File: src/rtl/core/assert_macros.svh
// Assertion macros shared by the queue pair RTL.
// Each macro samples on clk_i and is disabled while rst_ni is low.
`ifndef ASSERT_MACROS_SVH
`define ASSERT_MACROS_SVH

// Property holds in the same cycle.
`define NVQP_ASSERT(lbl, prop, msg) \
  lbl: assert property (@(posedge clk_i) disable iff (!rst_ni) prop) else $error(msg);

// Antecedent in one cycle implies consequent in the next.
`define NVQP_ASSERT_NEXT(lbl, ante, cons, msg) \
  lbl: assert property (@(posedge clk_i) disable iff (!rst_ni) (ante) |=> (cons)) else $error(msg);

`endif

File: src/rtl/core/nvqp_pkg.sv
// Shared types, codes and helpers for the NVMe I/O queue pair host block.
// No dependencies.
package nvqp_pkg;

  localparam int unsigned QueueDepth = 1024;
  localparam int unsigned IdxW       = 10;
  localparam logic [63:0] PageBytes  = 64'd4096;
  localparam logic [18:0] DbBase     = 19'h01000;
  localparam logic [1:0]  SqDbSlot   = 2'd2;
  localparam logic [1:0]  CqDbSlot   = 2'd3;
  localparam int unsigned JobqDepth  = 4;

  // input actions
  localparam logic [1:0] ActRead   = 2'd0;
  localparam logic [1:0] ActWrite  = 2'd1;
  localparam logic [1:0] ActStatus = 2'd2;

  // result kinds
  localparam logic [1:0] ResEntry  = 2'd0;
  localparam logic [1:0] ResSqDb   = 2'd1;
  localparam logic [1:0] ResCqDb   = 2'd2;
  localparam logic [1:0] ResCmd    = 2'd3;

  localparam logic [7:0] OpRead    = 8'h02;
  localparam logic [7:0] OpWrite   = 8'h01;

  // configuration register indexes
  localparam int unsigned CfgIdxW  = 3;
  localparam logic [CfgIdxW-1:0] CfgReady  = 3'd0;
  localparam logic [CfgIdxW-1:0] CfgNsid   = 3'd1;
  localparam logic [CfgIdxW-1:0] CfgBsl    = 3'd2;
  localparam logic [CfgIdxW-1:0] CfgStride = 3'd3;
  localparam logic [CfgIdxW-1:0] CfgPoll   = 3'd4;

  localparam logic [4:0]  BslReset  = 5'd9;
  localparam logic [19:0] PollReset = 20'd1000000;

  typedef struct packed {
    logic        ready;
    logic [31:0] nsid;
    logic [4:0]  bsl;
    logic [3:0]  stride;
    logic [19:0] poll_limit;
  } cfg_t;

  typedef enum logic [1:0] {
    JobSubmit,
    JobComplete,
    JobFail
  } job_kind_e;

  typedef struct packed {
    job_kind_e       kind;
    logic            write;
    logic [IdxW-1:0] slot;
    logic [IdxW-1:0] new_idx;
    logic            ok;
    logic            prp2_en;
    logic [63:0]     buf_addr;
    logic [63:0]     lba;
    logic [15:0]     dw12;
  } job_t;

  typedef struct packed {
    logic [1:0]      kind;
    logic [IdxW-1:0] idx;
    logic [7:0]      opcode;
    logic [31:0]     nsid;
    logic [63:0]     prp1;
    logic [63:0]     prp2;
    logic [31:0]     dw10;
    logic [31:0]     dw11;
    logic [15:0]     dw12;
    logic [18:0]     db_off;
    logic            ok;
    logic            last;
  } res_t;

  function automatic logic [18:0] db_offset(logic [1:0] slot, logic [3:0] stride);
    logic [18:0] spaced;
    spaced = {15'd0, slot, 2'b00} << stride;
    return DbBase + spaced;
  endfunction

endpackage

File: src/rtl/core/nvqp_front.sv
// Front end: accepts input beats, tracks queue state and classifies each beat
// into a job for the back end. Depends on nvqp_pkg and assert_macros.svh.
`include "assert_macros.svh"
module nvqp_front (
  input  logic                      clk_i,
  input  logic                      rst_ni,
  input  nvqp_pkg::cfg_t            cfg_i,
  input  logic                      push_i,
  input  logic                      full_i,
  input  logic [1:0]                action_i,
  input  logic [63:0]               lba_i,
  input  logic [16:0]               block_count_i,
  input  logic [63:0]               buffer_address_i,
  input  logic [15:0]               completion_status_i,
  output logic                      job_valid_o,
  output nvqp_pkg::job_t            job_o
);
  import nvqp_pkg::*;

  logic [IdxW-1:0] tail_q, tail_d, head_q, head_d;
  logic            phase_q, phase_d;
  logic [19:0]     polls_q, polls_d;
  logic            busy_q, busy_d;

  logic            accept, is_sub;
  logic [IdxW-1:0] tail_nxt, head_nxt;
  logic [63:0]     bytes;
  logic [16:0]     count_m1;

  assign accept   = push_i && !full_i;
  assign is_sub   = (action_i == ActRead) || (action_i == ActWrite);
  assign tail_nxt = (tail_q == IdxW'(QueueDepth - 1)) ? '0 : tail_q + 1'b1;
  assign head_nxt = (head_q == IdxW'(QueueDepth - 1)) ? '0 : head_q + 1'b1;
  assign bytes    = {47'd0, block_count_i} << cfg_i.bsl;
  assign count_m1 = block_count_i - 17'd1;

  always_comb begin
    tail_d      = tail_q;
    head_d      = head_q;
    phase_d     = phase_q;
    polls_d     = polls_q;
    busy_d      = busy_q;
    job_valid_o = 1'b0;
    job_o.kind     = JobFail;
    job_o.write    = (action_i == ActWrite);
    job_o.slot     = tail_q;
    job_o.new_idx  = tail_nxt;
    job_o.ok       = 1'b0;
    job_o.prp2_en  = (bytes > PageBytes);
    job_o.buf_addr = buffer_address_i;
    job_o.lba      = lba_i;
    job_o.dw12     = count_m1[15:0];
    if (accept) begin
      if (is_sub) begin
        job_valid_o = 1'b1;
        if (cfg_i.ready && !busy_q) begin
          job_o.kind = JobSubmit;
          tail_d     = tail_nxt;
          busy_d     = 1'b1;
          polls_d    = cfg_i.poll_limit;
        end
      end else if (action_i == ActStatus && busy_q) begin
        if (completion_status_i[0] != phase_q) begin
          // out of polls: give up and leave head and phase alone
          if (polls_q == '0) begin
            job_valid_o = 1'b1;
            busy_d      = 1'b0;
          end else begin
            polls_d = polls_q - 20'd1;
          end
        end else begin
          job_valid_o   = 1'b1;
          job_o.kind    = JobComplete;
          job_o.new_idx = head_nxt;
          job_o.ok      = (completion_status_i[15:1] == '0);
          head_d        = head_nxt;
          busy_d        = 1'b0;
          if (head_nxt == '0) begin
            phase_d = !phase_q;
          end
        end
      end
    end
  end

  always_ff @(posedge clk_i or negedge rst_ni) begin
    if (!rst_ni) begin
      tail_q  <= '0;
      head_q  <= '0;
      phase_q <= 1'b1;
      polls_q <= '0;
      busy_q  <= 1'b0;
    end else begin
      tail_q  <= tail_d;
      head_q  <= head_d;
      phase_q <= phase_d;
      polls_q <= polls_d;
      busy_q  <= busy_d;
    end
  end

  `NVQP_ASSERT_NEXT(a_submit_sets_busy, accept && is_sub && cfg_i.ready && !busy_q, busy_q, "accepted submit did not mark command outstanding")
  `NVQP_ASSERT_NEXT(a_head_moves_on_match, accept && action_i == ActStatus && busy_q && completion_status_i[0] == phase_q, head_q == $past(head_nxt), "head did not advance on phase match")

endmodule

File: src/rtl/core/nvqp_jobq.sv
// Short job queue between the front and back ends, register based.
// Depends on nvqp_pkg and assert_macros.svh.
`include "assert_macros.svh"
module nvqp_jobq (
  input  logic           clk_i,
  input  logic           rst_ni,
  input  logic           push_i,
  input  nvqp_pkg::job_t data_i,
  output logic           full_o,
  input  logic           pop_i,
  output nvqp_pkg::job_t data_o,
  output logic           empty_o
);
  import nvqp_pkg::*;

  localparam int unsigned PtrW = $clog2(JobqDepth);
  localparam int unsigned CntW = $clog2(JobqDepth + 1);

  job_t            mem_q [JobqDepth];
  logic [PtrW-1:0] wr_q, rd_q;
  logic [CntW-1:0] count_q;

  assign full_o  = (count_q == CntW'(JobqDepth));
  assign empty_o = (count_q == '0);
  assign data_o  = mem_q[rd_q];

  always_ff @(posedge clk_i) begin
    if (push_i) begin
      mem_q[wr_q] <= data_i;
    end
  end

  always_ff @(posedge clk_i or negedge rst_ni) begin
    if (!rst_ni) begin
      wr_q    <= '0;
      rd_q    <= '0;
      count_q <= '0;
    end else begin
      if (push_i) begin
        wr_q <= wr_q + 1'b1;
      end
      if (pop_i) begin
        rd_q <= rd_q + 1'b1;
      end
      case ({push_i, pop_i})
        2'b10:   count_q <= count_q + 1'b1;
        2'b01:   count_q <= count_q - 1'b1;
        default: count_q <= count_q;
      endcase
    end
  end

  `NVQP_ASSERT(a_no_overflow, push_i |-> !full_o, "push into full job queue")
  `NVQP_ASSERT(a_no_underflow, pop_i |-> !empty_o, "pop from empty job queue")

endmodule

File: src/rtl/core/nvqp_back.sv
// Back end: expands each job into one or two result beats and holds them in
// the output register. Depends on nvqp_pkg and assert_macros.svh.
`include "assert_macros.svh"
module nvqp_back (
  input  logic           clk_i,
  input  logic           rst_ni,
  input  nvqp_pkg::cfg_t cfg_i,
  input  nvqp_pkg::job_t job_i,
  input  logic           q_empty_i,
  output logic           q_pop_o,
  input  logic           pop_i,
  output logic           empty_o,
  output nvqp_pkg::res_t res_o
);
  import nvqp_pkg::*;

  logic beat_q, beat_d;
  logic out_vld_q, out_vld_d;
  res_t out_q, beat;
  logic load, last;

  assign load    = !q_empty_i && (!out_vld_q || pop_i);
  assign empty_o = !out_vld_q;
  assign res_o   = out_q;

  always_comb begin
    beat   = '0;
    last   = 1'b1;
    case (job_i.kind)
      JobSubmit: begin
        if (!beat_q) begin
          last        = 1'b0;
          beat.kind   = ResEntry;
          beat.idx    = job_i.slot;
          beat.opcode = job_i.write ? OpWrite : OpRead;
          beat.nsid   = cfg_i.nsid;
          beat.prp1   = job_i.buf_addr;
          beat.prp2   = job_i.prp2_en ? job_i.buf_addr + PageBytes : '0;
          beat.dw10   = job_i.lba[31:0];
          beat.dw11   = job_i.lba[63:32];
          beat.dw12   = job_i.dw12;
        end else begin
          beat.kind   = ResSqDb;
          beat.idx    = job_i.new_idx;
          beat.db_off = db_offset(SqDbSlot, cfg_i.stride);
        end
      end
      JobComplete: begin
        if (!beat_q) begin
          last        = 1'b0;
          beat.kind   = ResCqDb;
          beat.idx    = job_i.new_idx;
          beat.db_off = db_offset(CqDbSlot, cfg_i.stride);
        end else begin
          beat.kind = ResCmd;
          beat.ok   = job_i.ok;
        end
      end
      default: begin
        beat.kind = ResCmd;
        beat.ok   = 1'b0;
      end
    endcase
    beat.last = last;
  end

  assign q_pop_o = load && last;

  always_comb begin
    beat_d    = beat_q;
    out_vld_d = out_vld_q;
    if (pop_i && out_vld_q) begin
      out_vld_d = 1'b0;
    end
    if (load) begin
      out_vld_d = 1'b1;
      beat_d    = !last;
    end
  end

  always_ff @(posedge clk_i) begin
    if (load) begin
      out_q <= beat;
    end
  end

  always_ff @(posedge clk_i or negedge rst_ni) begin
    if (!rst_ni) begin
      beat_q    <= 1'b0;
      out_vld_q <= 1'b0;
    end else begin
      beat_q    <= beat_d;
      out_vld_q <= out_vld_d;
    end
  end

  `NVQP_ASSERT(a_second_beat_has_job, beat_q |-> !q_empty_i, "second beat pending with no job")
  `NVQP_ASSERT_NEXT(a_first_beat_not_last, load && !last, beat_q && !out_q.last, "first beat of a two-beat job marked last")

endmodule

File: src/rtl/core/nvme_io_queue_pair_host.sv
// Top level of the NVMe I/O queue pair host block: configuration registers,
// front end, job queue and back end. Depends on nvqp_pkg and the nvqp_* modules.
//
// Host side of one NVMe I/O queue pair. Requests (read, write) and completion
// status polls enter through a push/full port; result beats leave through an
// empty/pop port. The front end takes one input beat per cycle while the job
// queue is not full and keeps the tail, head, phase and poll counter; a
// four-entry job queue decouples it from the back end, which emits one result
// beat per cycle through its output register while pop is held. A request or
// matching completion yields two beats; failures yield one; mismatching polls
// and stray status beats yield nothing. Sustained request/completion traffic is
// therefore bounded by the single result beat per cycle of the back end.
// Configuration is to be written by the user only while the block is idle; the
// block itself does not enforce this.
module nvme_io_queue_pair_host (
  input  logic                        clk_i,
  input  logic                        rst_ni,
  input  logic                        cfg_we_i,
  input  logic [nvqp_pkg::CfgIdxW-1:0] cfg_idx_i,
  input  logic [31:0]                 cfg_wdata_i,
  input  logic                        push,
  output logic                        full,
  input  logic [1:0]                  action_i,
  input  logic [63:0]                 lba_i,
  input  logic [16:0]                 block_count_i,
  input  logic [63:0]                 buffer_address_i,
  input  logic [15:0]                 completion_status_i,
  output logic                        empty,
  input  logic                        pop,
  output logic [1:0]                  result_kind_o,
  output logic [9:0]                  queue_index_o,
  output logic [7:0]                  opcode_o,
  output logic [31:0]                 entry_namespace_o,
  output logic [63:0]                 prp_first_o,
  output logic [63:0]                 prp_second_o,
  output logic [31:0]                 dword_ten_o,
  output logic [31:0]                 dword_eleven_o,
  output logic [15:0]                 dword_twelve_o,
  output logic [18:0]                 doorbell_offset_o,
  output logic                        command_ok_o,
  output logic                        last_of_run_o
);
  import nvqp_pkg::*;

  cfg_t cfg_q;
  job_t job_in, job_out;
  logic job_push, q_full, q_empty, q_pop;
  res_t res;

  always_ff @(posedge clk_i or negedge rst_ni) begin
    if (!rst_ni) begin
      cfg_q.ready      <= 1'b0;
      cfg_q.nsid       <= '0;
      cfg_q.bsl        <= BslReset;
      cfg_q.stride     <= '0;
      cfg_q.poll_limit <= PollReset;
    end else if (cfg_we_i) begin
      case (cfg_idx_i)
        CfgReady:  cfg_q.ready      <= cfg_wdata_i[0];
        CfgNsid:   cfg_q.nsid       <= cfg_wdata_i;
        CfgBsl:    cfg_q.bsl        <= cfg_wdata_i[4:0];
        CfgStride: cfg_q.stride     <= cfg_wdata_i[3:0];
        CfgPoll:   cfg_q.poll_limit <= cfg_wdata_i[19:0];
        default:   cfg_q            <= cfg_q;
      endcase
    end
  end

  assign full = q_full;

  nvqp_front u_front (
    .clk_i               (clk_i),
    .rst_ni              (rst_ni),
    .cfg_i               (cfg_q),
    .push_i              (push),
    .full_i              (q_full),
    .action_i            (action_i),
    .lba_i               (lba_i),
    .block_count_i       (block_count_i),
    .buffer_address_i    (buffer_address_i),
    .completion_status_i (completion_status_i),
    .job_valid_o         (job_push),
    .job_o               (job_in)
  );

  nvqp_jobq u_jobq (
    .clk_i   (clk_i),
    .rst_ni  (rst_ni),
    .push_i  (job_push),
    .data_i  (job_in),
    .full_o  (q_full),
    .pop_i   (q_pop),
    .data_o  (job_out),
    .empty_o (q_empty)
  );

  nvqp_back u_back (
    .clk_i     (clk_i),
    .rst_ni    (rst_ni),
    .cfg_i     (cfg_q),
    .job_i     (job_out),
    .q_empty_i (q_empty),
    .q_pop_o   (q_pop),
    .pop_i     (pop),
    .empty_o   (empty),
    .res_o     (res)
  );

  assign result_kind_o     = res.kind;
  assign queue_index_o     = res.idx;
  assign opcode_o          = res.opcode;
  assign entry_namespace_o = res.nsid;
  assign prp_first_o       = res.prp1;
  assign prp_second_o      = res.prp2;
  assign dword_ten_o       = res.dw10;
  assign dword_eleven_o    = res.dw11;
  assign dword_twelve_o    = res.dw12;
  assign doorbell_offset_o = res.db_off;
  assign command_ok_o      = res.ok;
  assign last_of_run_o     = res.last;

endmodule

File: config.mk
export PLATFORM = sky130hd
export DESIGN_NAME = nvme_io_queue_pair_host
export DESIGN_NICKNAME = d
export VERILOG_FILES = /design/src/rtl/core/nvqp_pkg.sv /design/src/rtl/core/nvqp_front.sv /design/src/rtl/core/nvqp_jobq.sv /design/src/rtl/core/nvqp_back.sv /design/src/rtl/core/nvme_io_queue_pair_host.sv
export VERILOG_INCLUDE_DIRS = /design/src /design/src/rtl/core
export SDC_FILE = /design/constraint.sdc
export NUM_CORES = 1
export LEC_CHECK = 0
export ABC_CLOCK_PERIOD_IN_PS = 15400
export BUFFER_PORTS_ARGS = -buffer_cell sky130_fd_sc_hd__buf_2
export CAP_MARGIN = 20
export CELL_PAD_IN_SITES_DETAIL_PLACEMENT = 1
export CELL_PAD_IN_SITES_GLOBAL_PLACEMENT = 2
export CORE_MARGIN = 2
export CORE_UTILIZATION = 39
export DETAILED_ROUTE_END_ITERATION = 8
export PLACE_DENSITY_LB_ADDON = 0.1
export SYNTH_ARGS = -nofsm -noshare
export SYNTH_HDL_FRONTEND = slang
export SYNTH_HIERARCHICAL = 1
export SYNTH_SLANG_ARGS = --single-unit
File: constraint.sdc
create_clock -name clk_i -period 15.4 [get_ports clk_i]
set_clock_uncertainty 0.05 [all_clocks]
set_input_delay 1.54 -clock clk_i [delete_from_list [all_inputs] [get_ports clk_i]]
set_output_delay 1.54 -clock clk_i [all_outputs]
set_load 0.005 [all_outputs]
==> impl_results.html, run 1 <==
<table>
<tr><th>Metric</th><th>Value</th></tr>
<tr><th colspan="2">Timing</th></tr>
<tr><td>TNS Setup</td><td>0 ns</td></tr>
<tr><td>Slew of the pin with the lowest slew margin</td><td>roughly 1.1 ns</td></tr>
<tr><td>Hold Fails Final Rpt</td><td>0</td></tr>
<tr><td>Setup violators final</td><td>0</td></tr>
<tr><td>Worst Hold Margin</td><td>around 0.45 ns</td></tr>
<tr><td>Final number of max-transition violations</td><td>0</td></tr>
<tr><td>F_max</td><td>193.0 MHz</td></tr>
<tr><td>Final min period</td><td>5.181 ns</td></tr>
<tr><td>Final worst path period share</td><td>between 30% and 40%</td></tr>
<tr><td>Unrepaired setup endpoints after global routing</td><td>false</td></tr>
<tr><td>Worst slew margin relative to its limit</td><td>around 28%</td></tr>
<tr><th colspan="2">Worst setup path</th></tr>
<tr><td>Reg2Reg Depth</td><td>10</td></tr>
<tr><td>Launching instance or port of the critical path</td><td>u_front/polls_q[0]$_DFFE_PN0P_</td></tr>
<tr><td>Startpoint-to-endpoint class of the critical path</td><td>flip-flop to flip-flop</td></tr>
<tr><td>Crit-path cells</td><td>inv_1, ha_1, or4b_4, nor4_4, a31o_2, nand3b_1, a21oi_1, and2_4, buf_4, buf_4</td></tr>
<tr><td>WP data arrival</td><td>between 5 and 6 ns</td></tr>
<tr><td>Setup slack, reg-to-reg</td><td>between 10 and 15 ns</td></tr>
<tr><td>Crit path required time</td><td>approximately 16 ns</td></tr>
<tr><td>CP startpoint kind</td><td>flip-flop</td></tr>
<tr><td>Critical path endpoint category</td><td>flip-flop</td></tr>
<tr><td>Reg-to-reg endpoint</td><td>u_jobq/mem_q[0][65]$_DFFE_PP_</td></tr>
<tr><td>Maximum fanout count along the critical path</td><td>58</td></tr>
<tr><td>Slowest-stage cell, CP</td><td>sky130_fd_sc_hd__buf_4</td></tr>
<tr><td>Delay of the slowest cell on the worst path</td><td>around 0.80 ns</td></tr>
<tr><td>CP endpoint</td><td>u_jobq/mem_q[0][65]$_DFFE_PP_</td></tr>
<tr><td>Reg-to-reg critical path startpoint</td><td>u_front/polls_q[0]$_DFFE_PN0P_</td></tr>
<tr><td>Most used cell along the critical path</td><td>sky130_fd_sc_hd__buf_4</td></tr>
<tr><th colspan="2">Floorplan</th></tr>
<tr><td>Vert. Die Dim</td><td>approximately 340 um</td></tr>
<tr><td>Area of the die</td><td>114,000 um^2</td></tr>
<tr><td>Rows</td><td>~120</td></tr>
<tr><td>Effective utilization at floorplan</td><td>between 30% and 40%</td></tr>
<tr><td>Core Region</td><td>between 100,000 and 150,000 um^2</td></tr>
<tr><td>Ports</td><td>486</td></tr>
<tr><td>Die extent in x</td><td>~340 um</td></tr>
<tr><th colspan="2">Routing</th></tr>
<tr><td>Number of DRC markers after the initial detailed-route iteration</td><td>1,178</td></tr>
<tr><td>Detailed Routing Iterations Pass 1</td><td>4</td></tr>
<tr><td>Vias post-DR</td><td>around 23,000</td></tr>
<tr><td>Routed wire length</td><td>104,700 um</td></tr>
<tr><td>Final routed DRC violation total</td><td>0</td></tr>
<tr><td>Antenna violation net count after detailed routing</td><td>0</td></tr>
<tr><td>Vias per cell</td><td>about 5.1</td></tr>
<tr><td>Drt wl/cell</td><td>about 23 um</td></tr>
<tr><th colspan="2">Hold path</th></tr>
<tr><td>Classification of the worst-slack hold path</td><td>flip-flop to flip-flop</td></tr>
<tr><td>Worst hold path depth</td><td>1</td></tr>
<tr><th colspan="2">Job</th></tr>
<tr><td>Max Cap Viol</td><td>0</td></tr>
<tr><th colspan="2">Cells and area</th></tr>
<tr><td>Commonest cells after routing, fill and taps aside</td><td>sky130_fd_sc_hd__edfxtp_1, sky130_fd_sc_hd__buf_2, sky130_fd_sc_hd__and2_1</td></tr>
<tr><td>Share of post-route cells with drive strength above 1</td><td>~32%</td></tr>
<tr><td>Area grow syn2layout</td><td>15.16%</td></tr>
<tr><td>Total number of nets in the final design</td><td>between 3,000 and 4,000</td></tr>
<tr><td>Most frequent standard cell in the layout excluding fill and tap cells</td><td>sky130_fd_sc_hd__edfxtp_1</td></tr>
<tr><td>Final cell area excluding filler cells</td><td>50,010 um^2</td></tr>
<tr><th colspan="2">Run status</th></tr>
<tr><td>Outcome</td><td>completed</td></tr>
<tr><th colspan="2">Logic synthesis</th></tr>
<tr><td>Compound-gate portion of the synthesized area</td><td>2.873%</td></tr>
<tr><td>Distinct cell type count after synthesis</td><td>86</td></tr>
<tr><td>Dominant combinational cell family by area after synthesis</td><td>multiplexers</td></tr>
<tr><td>Fraction of the mapped netlist area in adder cells</td><td>less than 1%</td></tr>
<tr><td>XOR/XNOR share of the synthesized area</td><td>1.553%</td></tr>
<tr><td>Gate count of the mapped netlist</td><td>~2,500</td></tr>
<tr><td>Share of flip-flops with an asynchronous set or reset</td><td>10.64%</td></tr>
<tr><td>Mux contribution to synthesized area</td><td>a little over a tenth</td></tr>
<tr><td>Most common flop cell mapped by yosys</td><td>sky130_fd_sc_hd__edfxtp_1</td></tr>
<tr><td>Avg Cell Area, Syn</td><td>approximately 18 um^2</td></tr>
<tr><td>Flip-flop and latch count after synthesis</td><td>~1,100</td></tr>
<tr><td>Fraction of the mapped netlist area in simple logic gates</td><td>under 10%</td></tr>
<tr><td>Post-synth design cell area</td><td>between 40,000 and 50,000 um^2</td></tr>
<tr><td>Number of synthesized flops with an enable pin</td><td>949</td></tr>
<tr><td>Sequential area share after synthesis</td><td>a little over 70%</td></tr>
<tr><td>Synth warnings</td><td>6</td></tr>
<tr><th colspan="2">Power and ir drop</th></tr>
<tr><td>Comb pwr share</td><td>24.9%</td></tr>
<tr><td>Switching power</td><td>2655 uW</td></tr>
<tr><td>Relative contribution of sequential cells to total power</td><td>a little under half</td></tr>
<tr><td>Power consumption</td><td>about 9000 uW</td></tr>
<tr><td>Maximum vdd ir drop</td><td>0.00008629 V</td></tr>
<tr><td>Switching Share</td><td>approximately 30%</td></tr>
<tr><td>Ratio of total power to cell area</td><td>about 180 nW/um^2</td></tr>
<tr><td>Internal Dissipation</td><td>6260 uW</td></tr>
<tr><td>Power share of the clock group</td><td>just under 30%</td></tr>
<tr><td>Leakage power summed over all cells</td><td>around 0.018 uW</td></tr>
<tr><th colspan="2">CTS</th></tr>
<tr><td>CTS buffer count</td><td>between 100 and 150</td></tr>
<tr><td># clock sinks</td><td>about 1,100</td></tr>
<tr><td>Post-CTS setup repair buffer count</td><td>0</td></tr>
<tr><td>Insertion delay of the later-clocked pin in the worst-skew pair</td><td>between 0.6 and 0.7 ns</td></tr>
<tr><td>Clock Pin Slew Worst Setup and Hold Paths</td><td>0.06 ns</td></tr>
<tr><td>Deepest level of the CTS H-tree</td><td>3</td></tr>
<tr><td>Clock tree from TritonCTS</td><td>done</td></tr>
<tr><td>Cts-stage hold buffer count</td><td>0</td></tr>
<tr><td>Number of gates resized after cts</td><td>0</td></tr>
<tr><td>Cell at the root of the clock tree</td><td>sky130_fd_sc_hd__clkbuf_16</td></tr>
<tr><td>Maximum buffer depth of the clock tree</td><td>3</td></tr>
<tr><th colspan="2">Placement</th></tr>
<tr><td>Gpl congestion</td><td>just under 0.8</td></tr>
<tr><td>Post-place instance area</td><td>around 46,000 um^2</td></tr>
<tr><td>Total of buffers placed on input and output ports</td><td>477</td></tr>
<tr><td>Hpwl dp</td><td>a little under 70,000 um</td></tr>
<tr><th colspan="2">GRT</th></tr>
<tr><td>Overall track demand over capacity in global routing</td><td>about 18%</td></tr>
<tr><td>Number of global-route vias before repair</td><td>about 25,000</td></tr>
<tr><td>First-pass GRT wire length</td><td>156,600 um</td></tr>
<tr><td>Number of antenna violations at the first check in global routing</td><td>32</td></tr>
<tr><td>Residual overflow from global routing</td><td>0</td></tr>
<tr><td>Maximum number of pins on one net before global-route repair</td><td>120</td></tr>
</table>
-- worst max-delay path, delay by kind of cell, from the launching register on --
| kind | cells | cell delay [ns] |
|---|---|---|
| buffers and inverters | 3 | 1.68 |
| adder cells (fa/ha/maj) | 1 | 0.24 |
| AND/OR/NAND/NOR | 4 | 1.44 |
| flip-flops | 1 | 0.39 |
| AO/OA/AOI/OAI | 2 | 0.91 |
-- routing by layer --
metal,global-route usage [%],part of all wire [%],up-vias
met5,0,0.086,-
met4,6.506,2.5,14
li1,-,-,10210
met1,22.51,40,11740
met2,32.62,53,482
met3,3.476,4.6,167
-- flip-flops by register name (all words and copies together), names as in the netlist --
signal            flops
u_jobq/mem_q        676
u_back/res_o        273
cfg_q                62
u_front/polls_q      20
u_front/head_q       10
u_front/tail_q       10
u_jobq/count_q        3
u_jobq/rd_q           2
u_jobq/wr_q           2
u_back/beat_q         1
u_back/out_vld_q      1
u_front/busy_q        1
u_front/phase_q       1
-- cells in the mapped netlist, types with 4 or more instances --
cell                       instances  area (um^2)
sky130_fd_sc_hd__buf_6            13        146.4
sky130_fd_sc_hd__dfstp_2          10        262.8
sky130_fd_sc_hd__xnor2_1          32        280.3
sky130_fd_sc_hd__nor4_4            5        106.4
sky130_fd_sc_hd__a211o_1           5        43.79
sky130_fd_sc_hd__buf_1             5        18.77
sky130_fd_sc_hd__buf_2            23        115.1
sky130_fd_sc_hd__o31ai_1          14        105.1
sky130_fd_sc_hd__nand2b_1          4        25.02
sky130_fd_sc_hd__o21ai_0          61        305.3
sky130_fd_sc_hd__buf_4           139         1044
sky130_fd_sc_hd__nand3_1          42        210.2
sky130_fd_sc_hd__a22o_1           10        87.58
sky130_fd_sc_hd__or3_1            22        137.6
sky130_fd_sc_hd__a211oi_1          8        60.06
sky130_fd_sc_hd__and2_1          184         1151
sky130_fd_sc_hd__inv_1            37        138.9
sky130_fd_sc_hd__dfrtp_1         103         2577
sky130_fd_sc_hd__mux2i_1          11        110.1
sky130_fd_sc_hd__nor4_1           15        93.84
sky130_fd_sc_hd__a22oi_1           8        60.06
sky130_fd_sc_hd__and3_1           31        193.9
sky130_fd_sc_hd__nor2b_1          12        75.07
sky130_fd_sc_hd__or4_1            10        75.07
sky130_fd_sc_hd__nand4_1          22        137.6
sky130_fd_sc_hd__mux2_2           34        382.9
sky130_fd_sc_hd__a21oi_1          54        270.3
sky130_fd_sc_hd__mux2_4           30        450.4
sky130_fd_sc_hd__edfxtp_1        949        28500
sky130_fd_sc_hd__mux4_2          170         3829
sky130_fd_sc_hd__nor2_1           79        296.5
sky130_fd_sc_hd__ha_1             17        212.7
sky130_fd_sc_hd__clkbuf_1         61        229.0
sky130_fd_sc_hd__xor2_1           45        394.1
sky130_fd_sc_hd__nor3_1           32        160.2
sky130_fd_sc_hd__nand2_1          81        304.0
sky130_fd_sc_hd__or2_2             4        25.02
sky130_fd_sc_hd__o22ai_1          13        81.33
-- area by class of cell --
class	count	area, um^2
clock buffer	151	3095
fill	10710	60510
timing repair buffer	509	2668
antenna	14	35.03
sequential	1062	31350
clock inverter	68	493.0
multi-input combinational	1127	10360
inverter	38	142.6
tap	1488	1862
-- cell families after synthesis --
kind of cell / after synthesis
flops: 1062
simple gates: 578
buf+inv: 284
mux: 245
compound gates: 200
xor+xnor: 77
fa+ha+maj: 19
other cells: 1
-- power groups by stage --
stage | clock, uW | combinational [uW] | sequential (uW)
after floorplan | 0 | 1470 | 4170
after global placement | 0 | 2250 | 4130
after detailed placement | 0 | 2290 | 4160
after CTS | 2690 | 2300 | 4110
after global routing | 2800 | 2450 | 4160
final | 2610 | 2220 | 4090
-- per-stage QoR --
step,worst slack (ns),std cells,utilization [%]
after CTS,10.09,4441,45.18
after global routing,9.860,4455,45.24
after floorplan,4.631,2473,-
after detailed placement,9.888,4222,41.93
final,10.22,4457,45.25
after global placement,9.898,4222,41.93
-- how the worst min path moves through the flow --
stage,start,slack [ns],endpoint
floorplan,u_jobq/count_q[2]$_DFFE_PN0P_,0.41,u_jobq/count_q[2]$_DFFE_PN0P_
global placement,u_jobq/count_q[2]$_DFFE_PN0P_,0.42,u_jobq/count_q[2]$_DFFE_PN0P_
detailed placement,cfg_q[33]$_DFFE_PN0P_,0.44,cfg_q[33]$_DFFE_PN0P_
CTS,cfg_q[51]$_DFFE_PN0P_,0.46,cfg_q[51]$_DFFE_PN0P_
global route,cfg_q[45]$_DFFE_PN0P_,0.46,cfg_q[45]$_DFFE_PN0P_
finish,cfg_q[52]$_DFFE_PN0P_,0.45,cfg_q[52]$_DFFE_PN0P_
Note: power is estimated with default switching activity, not from simulation.
==> run 2, diff against run 1 <==
--- a/config.mk
+++ b/config.mk
@@ -6,13 +6,13 @@
 export SDC_FILE = /design/constraint.sdc
 export NUM_CORES = 1
 export LEC_CHECK = 0
-export ABC_CLOCK_PERIOD_IN_PS = 15400
+export ABC_CLOCK_PERIOD_IN_PS = 5300
 export BUFFER_PORTS_ARGS = -buffer_cell sky130_fd_sc_hd__buf_2
 export CAP_MARGIN = 20
 export CELL_PAD_IN_SITES_DETAIL_PLACEMENT = 1
 export CELL_PAD_IN_SITES_GLOBAL_PLACEMENT = 2
 export CORE_MARGIN = 2
-export CORE_UTILIZATION = 39
+export CORE_UTILIZATION = 44
 export DETAILED_ROUTE_END_ITERATION = 8
 export PLACE_DENSITY_LB_ADDON = 0.1
 export SYNTH_ARGS = -nofsm -noshare
==> constraint.sdc (replaced) <==
create_clock -name clk_i -period 5.3 [get_ports clk_i]
set_clock_uncertainty 0.05 [all_clocks]
set_input_delay 0.53 -clock clk_i [delete_from_list [all_inputs] [get_ports clk_i]]
set_output_delay 0.53 -clock clk_i [all_outputs]
set_load 0.005 [all_outputs]
==> impl_results.html, run 2 (same netlist as run 1, synthesis figures left out) <==
<table>
<tr><th>Metric</th><th>Value</th></tr>
<tr><th colspan="2">Power and ir drop</th></tr>
<tr><td>Ratio of total power to cell area</td><td>approximately 510 nW/um^2</td></tr>
<tr><td>Comb pwr share</td><td>24.9%</td></tr>
<tr><td>Relative contribution of sequential cells to total power</td><td>between 40% and 50%</td></tr>
<tr><td>Internal Dissipation</td><td>18,590 uW</td></tr>
<tr><td>Power consumption</td><td>roughly 26,000 uW</td></tr>
<tr><td>Leakage power summed over all cells</td><td>0.01856 uW</td></tr>
<tr><td>Switching power</td><td>7716 uW</td></tr>
<tr><td>Switching Share</td><td>roughly 29%</td></tr>
<tr><td>Power share of the clock group</td><td>29.7%</td></tr>
<tr><td>Maximum vdd ir drop</td><td>around 0.00033 V</td></tr>
<tr><th colspan="2">Routing</th></tr>
<tr><td>Detailed Routing Iterations Pass 1</td><td>5</td></tr>
<tr><td>Drt wl/cell</td><td>around 23 um</td></tr>
<tr><td>Number of DRC markers after the initial detailed-route iteration</td><td>around 1,300</td></tr>
<tr><td>Antenna violation net count after detailed routing</td><td>0</td></tr>
<tr><td>Vias post-DR</td><td>roughly 23,000</td></tr>
<tr><td>Vias per cell</td><td>5.279</td></tr>
<tr><td>Routed wire length</td><td>a little over 100,000 um</td></tr>
<tr><td>Final routed DRC violation total</td><td>0</td></tr>
<tr><th colspan="2">CTS</th></tr>
<tr><td>Maximum buffer depth of the clock tree</td><td>3</td></tr>
<tr><td># clock sinks</td><td>~1,100</td></tr>
<tr><td>CTS buffer count</td><td>112</td></tr>
<tr><td>Cell at the root of the clock tree</td><td>sky130_fd_sc_hd__clkbuf_16</td></tr>
<tr><td>Clock Pin Slew Worst Setup and Hold Paths</td><td>about 0.06 ns</td></tr>
<tr><td>Post-CTS setup repair buffer count</td><td>0</td></tr>
<tr><td>Insertion delay of the later-clocked pin in the worst-skew pair</td><td>0.69 ns</td></tr>
<tr><td>Clock tree from TritonCTS</td><td>done</td></tr>
<tr><td>Deepest level of the CTS H-tree</td><td>3</td></tr>
<tr><th colspan="2">Timing</th></tr>
<tr><td>Final min period</td><td>a little over 4 ns</td></tr>
<tr><td>Final worst path period share</td><td>78.39%</td></tr>
<tr><td>Slew of the pin with the lowest slew margin</td><td>~1.0 ns</td></tr>
<tr><td>Final number of max-transition violations</td><td>0</td></tr>
<tr><td>F_max</td><td>~240 MHz</td></tr>
<tr><td>Setup violators final</td><td>0</td></tr>
<tr><td>Unrepaired setup endpoints after global routing</td><td>false</td></tr>
<tr><td>Worst slew margin relative to its limit</td><td>32.36%</td></tr>
<tr><td>Hold Fails Final Rpt</td><td>0</td></tr>
<tr><th colspan="2">Cells and area</th></tr>
<tr><td>Area grow syn2layout</td><td>18.41%</td></tr>
<tr><td>Final cell area excluding filler cells</td><td>between 50,000 and 60,000 um^2</td></tr>
<tr><td>Most frequent standard cell in the layout excluding fill and tap cells</td><td>sky130_fd_sc_hd__edfxtp_1</td></tr>
<tr><td>Commonest cells after routing, fill and taps aside</td><td>sky130_fd_sc_hd__edfxtp_1, sky130_fd_sc_hd__buf_2, sky130_fd_sc_hd__and2_1</td></tr>
<tr><td>Total number of nets in the final design</td><td>about 3,200</td></tr>
<tr><td>Share of post-route cells with drive strength above 1</td><td>between 30% and 40%</td></tr>
<tr><td>Post-layout instance count excluding filler cells</td><td>4,376</td></tr>
<tr><td>Number of filler instances in the final layout</td><td>about 9,200</td></tr>
<tr><td>Max FFs per register</td><td>between 600 and 700</td></tr>
<tr><td>Most flops, register</td><td>u_jobq/mem_q</td></tr>
<tr><th colspan="2">GRT</th></tr>
<tr><td>First-pass GRT wire length</td><td>around 160,000 um</td></tr>
<tr><td>Residual overflow from global routing</td><td>0</td></tr>
<tr><td>Maximum number of pins on one net before global-route repair</td><td>roughly 200</td></tr>
<tr><td>Number of global-route vias before repair</td><td>25,450</td></tr>
<tr><td>Overall track demand over capacity in global routing</td><td>a little over 20%</td></tr>
<tr><td>Number of antenna violations at the first check in global routing</td><td>4</td></tr>
<tr><th colspan="2">Worst setup path</th></tr>
<tr><td>Launching instance or port of the critical path</td><td>u_front/polls_q[0]$_DFFE_PN0P_</td></tr>
<tr><td>Startpoint-to-endpoint class of the critical path</td><td>flip-flop to flip-flop</td></tr>
<tr><td>Maximum fanout count along the critical path</td><td>35</td></tr>
<tr><td>WP data arrival</td><td>4.42 ns</td></tr>
<tr><td>Setup slack, reg-to-reg</td><td>between 1 and 1.5 ns</td></tr>
<tr><td>CP startpoint kind</td><td>flip-flop</td></tr>
<tr><td>Reg-to-reg critical path startpoint</td><td>u_front/polls_q[0]$_DFFE_PN0P_</td></tr>
<tr><td>Critical path endpoint category</td><td>flip-flop</td></tr>
<tr><td>Crit path required time</td><td>5.56 ns</td></tr>
<tr><td>Reg-to-reg endpoint</td><td>u_jobq/mem_q[1][17]$_DFFE_PP_</td></tr>
<tr><td>CP endpoint</td><td>u_jobq/mem_q[1][17]$_DFFE_PP_</td></tr>
<tr><td>Reg2Reg Depth</td><td>9</td></tr>
<tr><th colspan="2">Placement</th></tr>
<tr><td>Hpwl dp</td><td>~65,000 um</td></tr>
<tr><td>Number of cells in the design after placement</td><td>between 4,000 and 5,000</td></tr>
<tr><td>Gpl congestion</td><td>a little under 0.8</td></tr>
<tr><td>Total of buffers placed on input and output ports</td><td>477</td></tr>
<tr><td>Post-place instance area</td><td>approximately 46,000 um^2</td></tr>
<tr><th colspan="2">Floorplan</th></tr>
<tr><td>Effective utilization at floorplan</td><td>44.25%</td></tr>
<tr><td>Rows</td><td>approximately 120</td></tr>
<tr><td>Ports</td><td>486</td></tr>
<tr><td>Die extent in x</td><td>around 320 um</td></tr>
<tr><td>Area of the die</td><td>a little over 100,000 um^2</td></tr>
<tr><td>Core Region</td><td>around 100,000 um^2</td></tr>
<tr><td>Vert. Die Dim</td><td>about 320 um</td></tr>
<tr><th colspan="2">Hold path</th></tr>
<tr><td>Classification of the worst-slack hold path</td><td>input port to flip-flop</td></tr>
<tr><th colspan="2">Job</th></tr>
<tr><td>Max Cap Viol</td><td>0</td></tr>
<tr><th colspan="2">Run status</th></tr>
<tr><td>Outcome</td><td>completed</td></tr>
</table>
## run 2: changes by cell type in the layout (fill, tap and decap cells not counted), sizes merged
cell / change
buf: -1
bufinv: +8
clkbuf: -17
clkinvlp: -3
diode: -11
dlygate4sd3: +142
inv: +2
## run 2: how the worst min path moves through the flow
stage                                     from                        endpoint  slack (ns)  cells after the start
final                     buffer_address_i[37]  u_jobq/mem_q[3][117]$_DFFE_PP_        0.05                      1
after global routing      buffer_address_i[37]  u_jobq/mem_q[3][117]$_DFFE_PP_        0.03                      1
after CTS                 buffer_address_i[43]  u_jobq/mem_q[1][123]$_DFFE_PP_       0.001                      1
after detailed placement                rst_ni           cfg_q[59]$_DFFE_PN0P_        0.34                      1
after global placement                  rst_ni           cfg_q[59]$_DFFE_PN0P_        0.34                      1
after floorplan                         rst_ni            cfg_q[0]$_DFFE_PN0P_        0.18                      0
## run 2: power groups by stage
stage	clock [uW]	sequential [uW]	combinational, uW
2_1_floorplan	0	12000	4270
3_3_place_gp	0	12000	6500
3_5_place_dp	0	12100	6600
4_1_cts	8030	12000	6720
5_1_grt	8350	12100	7150
6_report	7820	11900	6550
## run 2: cell type report
cell class | count | area [um^2] | area share (%)
inverter | 38 | 150.1 | 0.2920
clock buffer | 134 | 2979 | 5.794
timing repair buffer | 650 | 4232 | 8.230
clock inverter | 75 | 715.7 | 1.392
antenna | 3 | 7.507 | 0.01460
multi-input combinational | 1127 | 10380 | 20.18
tap | 1287 | 1610 | 3.132
sequential | 1062 | 31350 | 60.96
## run 2: critical path, cell delays in order (launching register included)
cell,delay (ns)
sky130_fd_sc_hd__dfrtp_1,0.40
sky130_fd_sc_hd__inv_1,0.12
sky130_fd_sc_hd__ha_1,0.24
sky130_fd_sc_hd__or4b_4,0.52
sky130_fd_sc_hd__nor4_4,0.35
sky130_fd_sc_hd__a31o_2,0.32
sky130_fd_sc_hd__nand3b_1,0.11
sky130_fd_sc_hd__a21oi_1,0.56
sky130_fd_sc_hd__and2_4,0.51
sky130_fd_sc_hd__buf_4,0.53
## run 2: stage by stage
| stage | utilization [%] | setup TNS (ns) | hold WS (ns) | worst slack, ns |
|---|---|---|---|---|
| final | 52.40 | 0 | 0.04716 | 1.145 |
| after global routing | 52.40 | 0 | 0.02511 | 0.9049 |
| after CTS | 52.37 | 0 | 0.001395 | 1.121 |
| after detailed placement | 47.15 | 0 | 0.3436 | 1.158 |
| after global placement | 47.15 | 0 | 0.3430 | 1.248 |
| after floorplan | - | -67.30 | 0.1844 | -1.287 |
## run 2: repair_timing
action,CTS,global route
endpoints found under the hold margin,506,0
hold buffers,142,0
gates resized for setup,0,0
## run 2: per-layer routing
layer / GRT usage, % / vias to the layer above / wire [um]
met5: 0 / - / 13
met4: 5.582 / 2 / 2077
met3: 3.205 / 134 / 4384
met2: 36.03 / 494 / 53910
met1: 26.11 / 12020 / 42160
li1: - / 10450 / -
